**src/rtl/tbr_pkg.sv**
```systemverilog
// ----------------------------------------------------------------------------
// tbr_pkg - shared definitions for the triangle bounding-box rasteriser
// Coordinate widths, arithmetic widths for the edge tests, register indexes
// and the stage word passed between the pipeline registers.
// ----------------------------------------------------------------------------
package tbr_pkg;

    localparam int COORD_BITS = 12;
    localparam int COLOR_BITS = 32;
    localparam int DIFF_W     = COORD_BITS + 1;    // signed vertex difference
    localparam int PROD_W     = 2 * DIFF_W;        // signed product of two differences
    localparam int EDGE_W     = PROD_W + 1;        // difference of two products
    localparam int SUM_W      = PROD_W + 3;        // z - a - b

    localparam int CFG_IDX_W  = 3;
    localparam int S_DATA_W   = 8;
    localparam int M_DATA_W   = 56;
    localparam int M_USER_W   = 2;

    typedef logic [COORD_BITS-1:0]    coord_t;
    typedef logic [COLOR_BITS-1:0]    color_t;
    typedef logic signed [DIFF_W-1:0] diff_t;
    typedef logic signed [PROD_W-1:0] prod_t;
    typedef logic signed [EDGE_W-1:0] edge_t;
    typedef logic signed [SUM_W-1:0]  sum_t;

    typedef enum logic [CFG_IDX_W-1:0] {
        REG_VERT0_X    = 3'd0,
        REG_VERT0_Y    = 3'd1,
        REG_VERT1_X    = 3'd2,
        REG_VERT1_Y    = 3'd3,
        REG_VERT2_X    = 3'd4,
        REG_VERT2_Y    = 3'd5,
        REG_DRAW_COLOR = 3'd6
    } cfg_reg_t;

    // Word held between the product stage and the result stage
    typedef struct packed {
        coord_t pixel_x;
        coord_t pixel_y;
        color_t pixel_color;
        logic   visit;
        logic   last;
        prod_t  a_pos;
        prod_t  a_neg;
        prod_t  b_pos;
        prod_t  b_neg;
        prod_t  z_pos;
        prod_t  z_neg;
    } prod_word_t;

endpackage

```
**src/rtl/triangle_bbox_rasterizer.sv**
```systemverilog
// ----------------------------------------------------------------------------
// triangle_bbox_rasterizer - bounding-box triangle scan with edge-function test
// Walks the bounding box of three configured vertices, x outer and y inner,
// and reports every position with its colour and an inside-or-on-edge flag.
// ----------------------------------------------------------------------------
//
//  channel  direction  handshake            payload
//  -------  ---------  -------------------  --------------------------------------
//  s_       in         s_tvalid / s_tready  tdata: start_req
//  m_       out        m_tvalid / m_tready  tdata: x, y, colour; tuser: covered,
//                                           degenerate; tlast: last position
//  cfg_     in         cfg_valid/cfg_ready  cfg_index, cfg_data (always ready)
//
//  One word is accepted per cycle while s_tready is high; each gives one result word.
//  Each word passes the product register, then the result register; the scan
//  counters update in the cycle a word is accepted, so words follow back to back.
//  Reset (aresetn low, synchronous) clears registers, scan state and both stages.
//  A stall on m_ fills the result register, then the product stage, then
//  drops s_tready; no word is lost or repeated.
//
module triangle_bbox_rasterizer (
    input  logic                          aclk,
    input  logic                          aresetn,
    // configuration write channel
    input  logic                          cfg_valid,
    output logic                          cfg_ready,
    input  logic [tbr_pkg::CFG_IDX_W-1:0] cfg_index,
    input  logic [31:0]                   cfg_data,
    // input stream
    input  logic                          s_tvalid,
    output logic                          s_tready,
    input  logic [tbr_pkg::S_DATA_W-1:0]  s_tdata,   // [0] start_req, rest zero
    // result stream
    output logic                          m_tvalid,
    input  logic                          m_tready,
    output logic [tbr_pkg::M_DATA_W-1:0]  m_tdata,   // [11:0] pixel_x, [23:12] pixel_y,
                                                     // [55:24] pixel_color
    output logic                          m_tlast,   // last
    output logic [tbr_pkg::M_USER_W-1:0]  m_tuser    // [0] covered, [1] degenerate
);

    // ---------------- configuration registers ----------------
    tbr_pkg::coord_t v0x_reg, v0y_reg, v1x_reg, v1y_reg, v2x_reg, v2y_reg;
    tbr_pkg::color_t color_reg;

    assign cfg_ready = 1'b1;

    always_ff @(posedge aclk) begin
        if (!aresetn) begin
            v0x_reg   <= '0;
            v0y_reg   <= '0;
            v1x_reg   <= '0;
            v1y_reg   <= '0;
            v2x_reg   <= '0;
            v2y_reg   <= '0;
            color_reg <= '0;
        end else if (cfg_valid && cfg_ready) begin
            unique case (tbr_pkg::cfg_reg_t'(cfg_index))
                tbr_pkg::REG_VERT0_X:    v0x_reg   <= cfg_data[tbr_pkg::COORD_BITS-1:0];
                tbr_pkg::REG_VERT0_Y:    v0y_reg   <= cfg_data[tbr_pkg::COORD_BITS-1:0];
                tbr_pkg::REG_VERT1_X:    v1x_reg   <= cfg_data[tbr_pkg::COORD_BITS-1:0];
                tbr_pkg::REG_VERT1_Y:    v1y_reg   <= cfg_data[tbr_pkg::COORD_BITS-1:0];
                tbr_pkg::REG_VERT2_X:    v2x_reg   <= cfg_data[tbr_pkg::COORD_BITS-1:0];
                tbr_pkg::REG_VERT2_Y:    v2y_reg   <= cfg_data[tbr_pkg::COORD_BITS-1:0];
                tbr_pkg::REG_DRAW_COLOR: color_reg <= cfg_data[tbr_pkg::COLOR_BITS-1:0];
                default: ;  // unknown index: drop the write
            endcase
        end
    end

    // ---------------- pipeline flow control ----------------
    logic s1_valid_reg;
    logic m_valid_reg;
    logic out_ready;
    logic s1_ready;
    logic accept;

    assign out_ready = !m_valid_reg || m_tready;
    assign s1_ready  = !s1_valid_reg || out_ready;
    assign s_tready  = s1_ready;
    assign accept    = s_tvalid && s_tready;

    // ---------------- scan state ----------------
    tbr_pkg::coord_t scan_x_reg, scan_y_reg, scan_x_next, scan_y_next;
    tbr_pkg::coord_t bx_min_reg, bx_max_reg, by_min_reg, by_max_reg;
    tbr_pkg::coord_t bx_min_next, bx_max_next, by_min_next, by_max_next;
    logic            active_reg, active_next;
    logic            visit, is_last;
    logic            start_req;

    assign start_req = s_tdata[0];

    function automatic tbr_pkg::coord_t min3(tbr_pkg::coord_t a, tbr_pkg::coord_t b,
                                             tbr_pkg::coord_t c);
        tbr_pkg::coord_t m;
        m = (a < b) ? a : b;
        return (m < c) ? m : c;
    endfunction

    function automatic tbr_pkg::coord_t max3(tbr_pkg::coord_t a, tbr_pkg::coord_t b,
                                             tbr_pkg::coord_t c);
        tbr_pkg::coord_t m;
        m = (a > b) ? a : b;
        return (m > c) ? m : c;
    endfunction

    always_comb begin
        scan_x_next = scan_x_reg;
        scan_y_next = scan_y_reg;
        bx_min_next = bx_min_reg;
        bx_max_next = bx_max_reg;
        by_min_next = by_min_reg;
        by_max_next = by_max_reg;
        active_next = active_reg;
        visit       = 1'b0;
        is_last     = 1'b0;
        if (accept) begin
            if (start_req) begin
                // latch the box and jump to its lower corner
                bx_min_next = min3(v0x_reg, v1x_reg, v2x_reg);
                bx_max_next = max3(v0x_reg, v1x_reg, v2x_reg);
                by_min_next = min3(v0y_reg, v1y_reg, v2y_reg);
                by_max_next = max3(v0y_reg, v1y_reg, v2y_reg);
                scan_x_next = bx_min_next;
                scan_y_next = by_min_next;
                active_next = 1'b1;
                visit       = 1'b1;
            end else if (active_reg) begin
                // advance y, wrap to the next column at the box top
                if (scan_y_reg < by_max_reg) begin
                    scan_y_next = scan_y_reg + 1'b1;
                end else begin
                    scan_y_next = by_min_reg;
                    scan_x_next = scan_x_reg + 1'b1;
                end
                visit = 1'b1;
            end
            if (visit) begin
                is_last = (scan_x_next >= bx_max_next) && (scan_y_next >= by_max_next);
                if (is_last) begin
                    active_next = 1'b0;
                end
            end
        end
    end

    always_ff @(posedge aclk) begin
        if (!aresetn) begin
            scan_x_reg <= '0;
            scan_y_reg <= '0;
            bx_min_reg <= '0;
            bx_max_reg <= '0;
            by_min_reg <= '0;
            by_max_reg <= '0;
            active_reg <= 1'b0;
        end else begin
            scan_x_reg <= scan_x_next;
            scan_y_reg <= scan_y_next;
            bx_min_reg <= bx_min_next;
            bx_max_reg <= bx_max_next;
            by_min_reg <= by_min_next;
            by_max_reg <= by_max_next;
            active_reg <= active_next;
        end
    end

    // ---------------- product stage ----------------
    // Edge vectors from v0 and the offset of v0 from the visited position
    tbr_pkg::diff_t e1x, e1y, e2x, e2y, dx, dy;
    tbr_pkg::prod_word_t s1_next, s1_reg;

    assign e1x = tbr_pkg::diff_t'({1'b0, v1x_reg}) - tbr_pkg::diff_t'({1'b0, v0x_reg});
    assign e1y = tbr_pkg::diff_t'({1'b0, v1y_reg}) - tbr_pkg::diff_t'({1'b0, v0y_reg});
    assign e2x = tbr_pkg::diff_t'({1'b0, v2x_reg}) - tbr_pkg::diff_t'({1'b0, v0x_reg});
    assign e2y = tbr_pkg::diff_t'({1'b0, v2y_reg}) - tbr_pkg::diff_t'({1'b0, v0y_reg});
    assign dx  = tbr_pkg::diff_t'({1'b0, v0x_reg}) - tbr_pkg::diff_t'({1'b0, scan_x_next});
    assign dy  = tbr_pkg::diff_t'({1'b0, v0y_reg}) - tbr_pkg::diff_t'({1'b0, scan_y_next});

    always_comb begin
        s1_next.pixel_x     = scan_x_next;
        s1_next.pixel_y     = scan_y_next;
        s1_next.pixel_color = color_reg;
        s1_next.visit       = visit;
        s1_next.last        = is_last;
        s1_next.a_pos       = e2x * dy;
        s1_next.a_neg       = dx * e2y;
        s1_next.b_pos       = dx * e1y;
        s1_next.b_neg       = e1x * dy;
        s1_next.z_pos       = e1x * e2y;
        s1_next.z_neg       = e2x * e1y;
    end

    always_ff @(posedge aclk) begin
        if (!aresetn) begin
            s1_valid_reg <= 1'b0;
        end else if (s1_ready) begin
            s1_valid_reg <= s_tvalid;
        end
    end

    always_ff @(posedge aclk) begin
        if (accept) begin
            s1_reg <= s1_next;
        end
    end

    // ---------------- edge test and result register ----------------
    tbr_pkg::edge_t ea, eb, ez;
    tbr_pkg::sum_t  ec;
    logic           degen, inside_pos, inside_neg, cov;

    always_comb begin
        ea = tbr_pkg::edge_t'(s1_reg.a_pos) - tbr_pkg::edge_t'(s1_reg.a_neg);
        eb = tbr_pkg::edge_t'(s1_reg.b_pos) - tbr_pkg::edge_t'(s1_reg.b_neg);
        ez = tbr_pkg::edge_t'(s1_reg.z_pos) - tbr_pkg::edge_t'(s1_reg.z_neg);
        ec = tbr_pkg::sum_t'(ez) - tbr_pkg::sum_t'(ea) - tbr_pkg::sum_t'(eb);
        degen = (ez == '0);
        // positive area: all three non-negative; negative area: all non-positive
        inside_pos = !ez[tbr_pkg::EDGE_W-1] && !ea[tbr_pkg::EDGE_W-1]
                     && !eb[tbr_pkg::EDGE_W-1] && !ec[tbr_pkg::SUM_W-1];
        inside_neg = ez[tbr_pkg::EDGE_W-1]
                     && (ea[tbr_pkg::EDGE_W-1] || ea == '0)
                     && (eb[tbr_pkg::EDGE_W-1] || eb == '0)
                     && (ec[tbr_pkg::SUM_W-1] || ec == '0);
        cov = s1_reg.visit && !degen && (inside_pos || inside_neg);
    end

    tbr_pkg::coord_t m_x_reg, m_y_reg;
    tbr_pkg::color_t m_color_reg;
    logic            m_cov_reg, m_degen_reg, m_last_reg;

    always_ff @(posedge aclk) begin
        if (!aresetn) begin
            m_valid_reg <= 1'b0;
        end else if (out_ready) begin
            m_valid_reg <= s1_valid_reg;
        end
    end

    always_ff @(posedge aclk) begin
        if (out_ready && s1_valid_reg) begin
            m_x_reg     <= s1_reg.pixel_x;
            m_y_reg     <= s1_reg.pixel_y;
            m_color_reg <= s1_reg.pixel_color;
            m_cov_reg   <= cov;
            m_degen_reg <= degen;
            m_last_reg  <= s1_reg.last;
        end
    end

    assign m_tvalid = m_valid_reg;
    assign m_tdata  = {m_color_reg, m_y_reg, m_x_reg};
    assign m_tlast  = m_last_reg;
    assign m_tuser  = {m_degen_reg, m_cov_reg};

endmodule

```
**config.mk**
```make
export PLATFORM = sky130hd
export DESIGN_NAME = triangle_bbox_rasterizer
export DESIGN_NICKNAME = d
export VERILOG_FILES = /design/src/rtl/tbr_pkg.sv /design/src/rtl/triangle_bbox_rasterizer.sv
export SDC_FILE = /design/constraint.sdc
export NUM_CORES = 2
export LEC_CHECK = 0
export BUFFER_PORTS_ARGS = -buffer_cell sky130_fd_sc_hd__buf_2
export CORE_UTILIZATION = 49
export DETAILED_ROUTE_END_ITERATION = 10
export GPL_ROUTABILITY_DRIVEN = 0
export SLEW_MARGIN = 40
export SYNTH_ARGS = -nofsm -noshare
export SYNTH_HDL_FRONTEND = slang
export SYNTH_SLANG_ARGS = --single-unit
```
**constraint.sdc**
```tcl
create_clock -name aclk -period 28.1 [get_ports aclk]
set_clock_uncertainty 0.15 [all_clocks]
set_input_delay 7.025 -clock aclk [delete_from_list [all_inputs] [get_ports aclk]]
set_output_delay 7.025 -clock aclk [all_outputs]
set_load 0.01 [all_outputs]
```
==> run metrics <==
run status=complete, no violations; Worst Max-Slew Pin Slew=between 0.9 and 1 ns; layout cells sized above 1=0.0673; CP delay by family, top=compound AO/OA/AOI/OAI gates; largest net degree at the start of global routing=93; CTS max path bufs=3; Seq/Total Area, Yosys=0.178; Period minus WS final=17.44 ns; CTS tree=built; critical path peak fanout=54; Total Routing Usage GR=0.283; type of origin of the critical path=primary input; starting density of the core=0.494; synthesized area per cell=about 9 um^2; mapped cell area=0.0649 mm^2; Syn Inst Count=slightly above 7,000; Synth Flop Type=edfxtp_1; relative slew slack=0.379; CTS sink cnt=between 400 and 500; vias in the first global route=around 50,000; Final Hold Viols=0; RSZ-0062 raised after global routing=no; # Max-Cap Violations=0; IO buf count=between 100 and 150; # hold bufs at CTS=0; cell accounting for the most synthesized area=fa_1; nets=slightly below 9,000; Clk pin slew, worst setup/hold paths=around 0.070 ns; Hold WC Path Type=reg -> reg; Post-synth EDFFs=around 270; Largest register FFs=~210; Min-Delay Path Depth=0; Syn Nets=just under 9,000; Critical Path AT=about 18 ns; synth warn=0; worst hold slack=about 0.27 ns; Setup CP Type=in -> reg; vias=between 40,000 and 50,000; Fin Setup TNS=0 ns; total CTS buffers=54; DRC=0; area delta synth->final=7.94%; final period utilization=0.621; Largest stage delay, worst path=roughly 0.7 ns; DR pass1 iterations=9; area share of the largest cell type after synthesis=0.311; Routed wire per std cell=around 21 um; Ports=110; Cell variety after synth=93; CP endpoint kind=flop; FMAX=between 50 and 60 MHz; critical path depth=39; worst skew pair latency=0.70 ns; row cnt=around 130; H-tree Lvls=2; Setup Fix Bufs, Post-CTS=0; Slowest cell on crit path=o21ai_0; Remaining Overflow, GRT=0; clk root buf=clkbuf_16; R2R depth=between 50 and 60; asr flop ratio synth=0; number of synthesized register bits=440; Die Ht=about 370 um; post-cts repair resize count=0; Synth area leaders=fa_1, edfxtp_1, ha_1; Routed WL=189,000 um; initial antenna violation count=7; final slew viol count=0; antenna violation net count after detailed routing=0; hpwl dp=roughly 150,000 um; placeable core area=between 0.1 and 0.15 mm^2; crit path buf inv count=9; DIE AREA=0.134 mm^2; initial drt markers=~3,700; Die X=366 um; first-pass GRT wire length=between 200,000 and 300,000 um; Worst Path Required=28.40 ns; final setup violation count=0; routed vias/inst=5.47
==> Yosys cell counts (16+ instances only) <==
master / count
a211oi_1: 18
a21boi_0: 16
a21o_1: 78
a21oi_1: 411
a31oi_1: 30
and2_1: 72
and3_1: 31
clkbuf_1: 193
dfxtp_1: 167
edfxtp_1: 273
fa_1: 1010
ha_1: 655
inv_1: 1338
mux2_2: 41
mux2i_1: 51
nand2_1: 993
nand2b_1: 90
nand3_1: 68
nand4_1: 28
nor2_1: 581
nor2b_1: 55
nor3_1: 79
o21a_1: 28
o21ai_0: 161
o21bai_1: 69
or2_2: 19
or3_1: 18
xnor2_1: 255
xor2_1: 74
==> cell type report <==
cell class / count / area, um^2
multi-input combinational: 5151 / 47900
tap: 1755 / 2200
fill: 12200 / 61400
timing repair buffer: 245 / 1600
inverter: 1343 / 5050
clock buffer: 69 / 1450
antenna: 1 / 2.50
sequential: 440 / 11500
clock inverter: 33 / 387
==> path summary, 6_finish.rpt <==
| check | from | endpoint | slack [ns] |
|---|---|---|---|
| setup / recovery | s_tdata[0] | s1_reg[128]$_DFFE_PP_ | 10.66 |
| hold / removal | s1_reg[167]$_DFFE_PP_ | m_color_reg[9]$_DFFE_PP_ | 0.27 |
| setup reg to reg | v0x_reg[2]$_SDFFE_PN0P_ | s1_reg[128]$_DFFE_PP_ | 11.87 |
| hold reg to reg | s1_reg[167]$_DFFE_PP_ | m_color_reg[9]$_DFFE_PP_ | 0.27 |
==> worst reg2reg max path: cells and delay by family (launching register included) <==
family                   cells  cell delay [ns]
AO/OA/AOI/OAI               26             7.14
XOR/XNOR                     2             0.20
adder cells (fa/ha/maj)     11             4.66
buffers and inverters        7             0.59
flip-flops                   1             0.45
multiplexers                 1             0.46
AND/OR/NAND/NOR             10             2.32
==> routing by layer <==
layer,GRT usage,part of all wire,up-vias
li1,-,-,22900
met1,0.382,0.42,24600
met2,0.458,0.46,1664
met3,0.0444,0.075,302
met4,0.107,0.045,8
met5,0,0.00026,-
==> through the flow <==
step	area [um^2]	worst slack [ns]	util	cells
finish	70100	10.66	0.533	9037
global route	70100	9.99	0.533	9037
CTS	70000	10.93	0.533	9036
detailed placement	68200	10.20	0.519	8934
global placement	68200	10.26	0.518	8934
floorplan	64900	5.36	-	7149
==> layout by cell type, fill, tap and decap left out, drive strengths merged, types with 9 or more instances in the layout <==
cell and instances:
inv 1346, buf 245, o211ai 13, or2 19
a31oi 30, a21o 78, xnor2 257, o21ai 168
nor2 581, nand2 994, o31ai 15, a21oi 412
nand3 68, or4 9, clkinv 22, o21bai 69
nor2b 55, and2 73, a21boi 17, o21a 28
xor2 75, fa 1010, nand2b 90, a221oi 15
mux2 41, nor4 13, nand4 29, and4b 11
mux2i 51, ha 655, nor3 80, and4 9
a31o 14, or3 18, dfxtp 167, clkbuf 69
a211oi 20, edfxtp 273, and3 31
==> kinds of logic after synthesis <==
logic type / count (synthesis) / share of synthesized area
other cells: 1 / 0.0000578
simple gates: 2096 / 0.141
xor+xnor: 332 / 0.0451
buf+inv: 1558 / 0.0909
fa+ha+maj: 1666 / 0.438
mux: 92 / 0.0150
flops: 440 / 0.178
compound gates: 964 / 0.0928
Power is left out: the tool's default activity adds up to more than one toggle a clock period on the data nets, which glitch-free logic cannot reach.
